`src/design/mtrand_pkg.sv`:
```
`timescale 1ns / 1ps

package mtrand_pkg;

	localparam int IDX_W = 10;
	typedef logic [IDX_W-1:0] idx_t;
	typedef logic [31:0] word_t;

	localparam int STATE_WORDS  = 624;
	localparam int TWIST_OFFSET = 397;

	localparam idx_t LAST_WORD  = idx_t'(STATE_WORDS - 1);
	localparam idx_t WRAP_POINT = idx_t'(STATE_WORDS - TWIST_OFFSET);
	localparam idx_t FAR_STEP   = idx_t'(TWIST_OFFSET);
	localparam idx_t FULL_COUNT = idx_t'(STATE_WORDS);

	localparam word_t SEED_MULT    = 32'd1812433253;
	localparam word_t TWIST_MATRIX = 32'h9908b0df;
	localparam word_t TEMPER_B     = 32'h9d2c5680;
	localparam word_t TEMPER_C     = 32'hefc60000;

	// shared unit operations
	localparam logic [1:0] OP_SEED_MUL = 2'd0;
	localparam logic [1:0] OP_TWIST    = 2'd1;
	localparam logic [1:0] OP_TEMPER   = 2'd2;

	typedef struct packed {
		logic       en;
		logic [1:0] op;
	} alu_ctl_t;

endpackage

```
`src/design/mtrand_alu.sv`:
```
`timescale 1ns / 1ps

// shared unit: seed multiply, twist, temper; result registered
module mtrand_alu (
	input  logic                  clk,
	input  mtrand_pkg::alu_ctl_t  ctl,
	input  logic                  twist_variant,
	input  mtrand_pkg::word_t     opa,
	input  mtrand_pkg::word_t     opb,
	input  mtrand_pkg::word_t     opc,
	output mtrand_pkg::word_t     res
);

	mtrand_pkg::word_t res_q;
	mtrand_pkg::word_t res_d;
	mtrand_pkg::word_t mixed;
	mtrand_pkg::word_t t1;
	mtrand_pkg::word_t t2;
	mtrand_pkg::word_t t3;
	logic              sel;

	always_comb begin
		// twist: opa = far word, opb = u, opc = v
		mixed = {opb[31], opc[30:0]};
		sel   = twist_variant ? opc[0] : opb[0];
		// temper: opa = state word
		t1 = opa ^ (opa >> 11);
		t2 = t1 ^ ((t1 << 7) & mtrand_pkg::TEMPER_B);
		t3 = t2 ^ ((t2 << 15) & mtrand_pkg::TEMPER_C);
		unique case (ctl.op)
			mtrand_pkg::OP_SEED_MUL: begin
				res_d = mtrand_pkg::SEED_MULT * (opa ^ (opa >> 30));
			end
			mtrand_pkg::OP_TWIST: begin
				res_d = opa ^ (mixed >> 1) ^ (sel ? mtrand_pkg::TWIST_MATRIX : 32'd0);
			end
			mtrand_pkg::OP_TEMPER: begin
				res_d = t3 ^ (t3 >> 18);
			end
			default: begin
				res_d = opa;
			end
		endcase
	end

	always_ff @(posedge clk) begin
		if (ctl.en) begin
			res_q <= res_d;
		end
	end

	assign res = res_q;

endmodule

```
`config.mk`:
```
export PLATFORM = sky130hd
export DESIGN_NAME = mtrand_alu
export DESIGN_NICKNAME = d
export VERILOG_FILES = /design/src/design/mtrand_pkg.sv /design/src/design/mtrand_alu.sv
export SDC_FILE = /design/constraint.sdc
export NUM_CORES = 1
export LEC_CHECK = 0
export ABC_AREA = 0
export BUFFER_PORTS_ARGS = -buffer_cell sky130_fd_sc_hd__buf_2
export CORE_MARGIN = 5
export CORE_UTILIZATION = 50
export DETAILED_ROUTE_END_ITERATION = 12
export PLACE_DENSITY = 0.77
export SLEW_MARGIN = 30
export SYNTH_ARGS = -nofsm -noshare
export SYNTH_HDL_FRONTEND = slang
export SYNTH_SLANG_ARGS = --single-unit
```
`constraint.sdc`:
```
create_clock -name clk -period 7.8 [get_ports clk]
set_clock_uncertainty 0.2 [all_clocks]
set_input_delay 0.78 -clock clk [delete_from_list [all_inputs] [get_ports clk]]
set_output_delay 0.78 -clock clk [all_outputs]
set_load 0.02 [all_outputs]
```
# Word level (Yosys, flattened, before mapping)
# Index checks and enable logic that the tools add are counted.
word_totals:
  out_inout_bits: 32
  register_bits: 32
classes:
  n_bitwise: 7
  reduce_logical: 1
  eq_ne: 2
  mux: 3
  n_mul: 1
op_table:
  columns: ["op", "n"]
  rows:
  - ["$pmux 32 s3", 1]
  - ["$xor 32x32->32", 3]
  - ["$mul 31x32->32 const A", 1]
  - ["$mux 32", 1]
  - ["$xor 32x14->32", 1]
  - ["$xor 32x2->32", 1]
  - ["$xor 32x21->32", 1]
  - ["$xor 32x31->32", 1]
  - ["$eq 2x1->1 const B", 1]
  - ["$eq 2x2->1 const B", 1]
  - ["$logic_not 2->1", 1]
  - ["$mux 1", 1]

# Longest topological paths before layout
logic_depth:
  word_depth: 5
  ltp_mapped: 27
  ltp_nobuf: 26

# Worst setup path before layout
# OpenSTA, ideal clock, no wires.
synth_timing:
  path_type: "input to register"
  startpoint: "in opa[31]"
  endpoint: "reg res_q[31], in the netlist res[31] (data pin)"
  cell_stages: 27
  required_time_ps: 7339
  path_slack_ps: 344
  t_arrival_ps: 6995
  setup_ps: 261
  cell_sequence: "clkbuf_1 > xor2_1 > xor2_1 > ha_1 > or2_2 > ha_1 > inv_1 > fa_1 > inv_1 > ha_1 > fa_1 > fa_1 > fa_1 > inv_1 > fa_1 > inv_1 > ha_1 > a21o_1 > a311oi_1 > nor2_1 > o211ai_1 > nand2_1 > o41ai_4 > o21ai_2 > a31oi_2 > xnor2_1 > a21oi_1"
synth_between:
  elab_chain_len: 5
  word_cells_on_any_way: 9
  cone_classes: "1 x mul; 1 x mux; 7 x bitwise"
synth_rtl:
  columns: ["item", "line", "source"]
  rows:
  - ["from (decl)", "mtrand_alu.sv:8", "input mtrand_pkg::word_t opa,"]
  - ["parallel branches: the longest is 4 deep, another holds $mul 31x32->32", null, null]
  - ["$pmux 32 s3 (*)", "mtrand_alu.sv:30", "unique case (ctl.op)"]
  - ["via res_d[31]", "mtrand_alu.sv:15", "mtrand_pkg::word_t res_d;"]
  - ["to (signal assigned)", "mtrand_alu.sv:48", "res_q <= res_d;"]
  - ["to (decl)", "mtrand_alu.sv:14", "mtrand_pkg::word_t res_q;"]
# Mark *: on every way through the listed nets, which the timed path passes.
# A chain may end at the register's enable or synchronous reset.

# Worst setup path in the final report
# Ends and elaborated chain as after synthesis.

==> summary.md <==
| Metric | Value |
|---|---|
| Status | `completed` |
| Total number of vias | `7928` |
| Top cells by area, synth | `fa_1, ha_1, edfxtp_1` |
| Die Ht | `154 um` |
| Setup violators final | `0` |
| Total grt overflow | `0` |
| Vias in the first global route | `8350` |
| Count leader, synth | `inv_1` |
| Clock transition at the registers of the reported paths | `0.05 ns` |
| Top cells by count, synth | `inv_1, ha_1, fa_1, xnor2_1, a21oi_1` |
| DRT Wirelength | `27700 um` |
| WHS Endpoint | `res[1]$_DFFE_PP_` |
| # H-tree levels | `2` |
| Worst path top cell family by delay | `adder cells` |
| Remaining DRCs | `0` |
| DIE AREA | `0.0237 mm2` |
| # hold bufs at CTS | `0` |
| Number of flops mapped to enable cells by yosys | `32` |
| CTS root buffer | `clkbuf_16` |
| Relative slew slack | `38.2%` |
| Wire length per cell | `19.1 um` |
| Critical Path RT | `7.62 ns` |
| Hold Crit Class | `primary input to flip-flop` |
| Initial DRC Count | `500` |
| RSZ-0062 raised after global routing | `no` |
| Initial DRT Pass Iterations | `5` |
| Critical path buffers and inverters | `5` |
| Worst Path Arrival | `7.12 ns` |
| Io pins | `133` |
| Slowest CP cell | `fa_1` |
| Port bufs | `101` |
| Critical path's most frequent cell | `fa_1` |
| TritonCTS buffer count | `5` |
| Fin crit share | `93.6%` |
| Worst slew pin tran | `0.927 ns` |
| Ys flop type | `edfxtp_1` |
| Tmin final | `7.30 ns` |
| Detailed Place HPWL | `23000 um` |
| Largest stage delay, worst path | `0.50 ns` |
| Initial antenna violation count | `0` |
| Row Count | `52` |
| Gpl congestion | `0.900` |
| Yosys reg bits | `32` |
| Global-route wire length before repair | `44200 um` |
| Critical Path End Type | `flip-flop` |
| Die span in x | `154 um` |
| Synth-to-layout area growth | `10.1%` |
| Avg Inst Size Synth | `9.58 um2` |
| Worst setup path class | `primary input to flip-flop` |
| Max Cap Violations | `0` |
| CTS tree | `yes` |
| Fin. max-slew vios | `0` |
| Seq/Total Area, Yosys | `9.29%` |
| Total GRT Usage | `23.6%` |
| Worst Path Max Fanout | `7` |
| Antenna-violating nets left | `0` |
| Hold_sp | `opa[1]` |
| Hold depth | `2` |
| Synth unique cells | `57` |
| Syn Std Cell Area | `0.0103 mm2` |
| Hold Fails Final Rpt | `0` |
| Post-synth top area cell | `fa_1` |
| Cell count after synthesis | `1079` |
| Antenna diode count | `0` |
| Max frequency | `137 MHz` |
| Number of flip-flops in the largest register | `32` |
| CP Launch Type | `primary input` |
| Syn nets | `1535` |
| Largest net degree at the start of global routing | `64` |
| FFs w/ async S/R, synth | `0%` |
| Core box area | `0.0203 mm2` |
| DR vias/cell | `5.47` |
| Clk sinks | `32` |
| Synth top area share | `28.3%` |
| Post-cts sizing count | `0` |
| Fraction of layout cells with a size suffix above 1 | `11.5%` |
| Nets | `1634` |
| Postcts setup bufs | `0` |
| Synth warn | `0` |
| Starting Density | `50.9%` |
| Clock Path Buffers | `2` |
| Setup TNS | `0 ns` |
[worst max-delay path by stage]
| stage | start | endpoint | slack (ns) | cells after the start |
|---|---|---|---|---|
| after floorplan | opa[31] | res[31]$_DFFE_PP_ | 0.34 | 27 |
| after global placement | opa[31] | res[31]$_DFFE_PP_ | 0.34 | 27 |
| after detailed placement | opa[31] | res[31]$_DFFE_PP_ | 0.27 | 27 |
| after CTS | opa[31] | res[31]$_DFFE_PP_ | 0.55 | 27 |
| after global routing | opa[31] | res[31]$_DFFE_PP_ | 0.26 | 27 |
| final | opa[31] | res[31]$_DFFE_PP_ | 0.50 | 27 |
[metrics by stage]
step	worst slack (ns)	instance area (um2)	std cells	hold slack [ns]	util (%)
final	0.500	11400	1449	0.659	56.1
after global routing	0.264	11400	1449	0.657	56.1
after floorplan	0.344	10300	1079	0.692	-
after detailed placement	0.274	11200	1441	0.935	55.3
after global placement	0.345	11200	1441	0.935	55.3
after CTS	0.555	11400	1449	0.648	56.1
[layout make-up]
cell class / count / area, um2
repair buffers: 119 / 641
fillers: 1730 / 8920
clock inverters: 3 / 37.5
clock buffers: 5 / 125
flip-flops and latches: 32 / 961
well taps: 270 / 338
inverters: 244 / 916
multi-input cells: 776 / 8360
[metal layers]
metal | vias to the layer above | wire length (um) | track usage (%)
met5 | - | 0 | 0
met4 | 0 | 1070 | 8.33
met3 | 68 | 1990 | 2.81
li1 | 3702 | - | -
met2 | 331 | 13300 | 40.6
met1 | 3827 | 11400 | 30.8
[cells in the final DEF, fill, tap and decap left out, types with 18 or more instances in the layout]
cell / netlist / routed
nor2_1: 43 / 43
edfxtp_1: 32 / 32
xnor2_1: 88 / 88
xor2_1: 45 / 45
buf_4: 0 / 18
buf_2: 1 / 101
fa_1: 146 / 146
nand2_1: 28 / 28
ha_1: 209 / 209
o21ai_0: 32 / 32
inv_1: 243 / 243
a21oi_1: 48 / 48
[kinds of logic after synthesis]
logic type	share of synthesized area, %
AND/OR/NAND/NOR	5.16
XOR/XNOR	11.3
multiplexers	0.290
flip-flops	9.29
adder cells (fa/ha/maj)	53.6
AO/OA/AOI/OAI	10.6
buffers and inverters	9.85
Power is left out: the tool's default activity adds up to more than one toggle a clock period on the data nets, which glitch-free logic cannot reach.
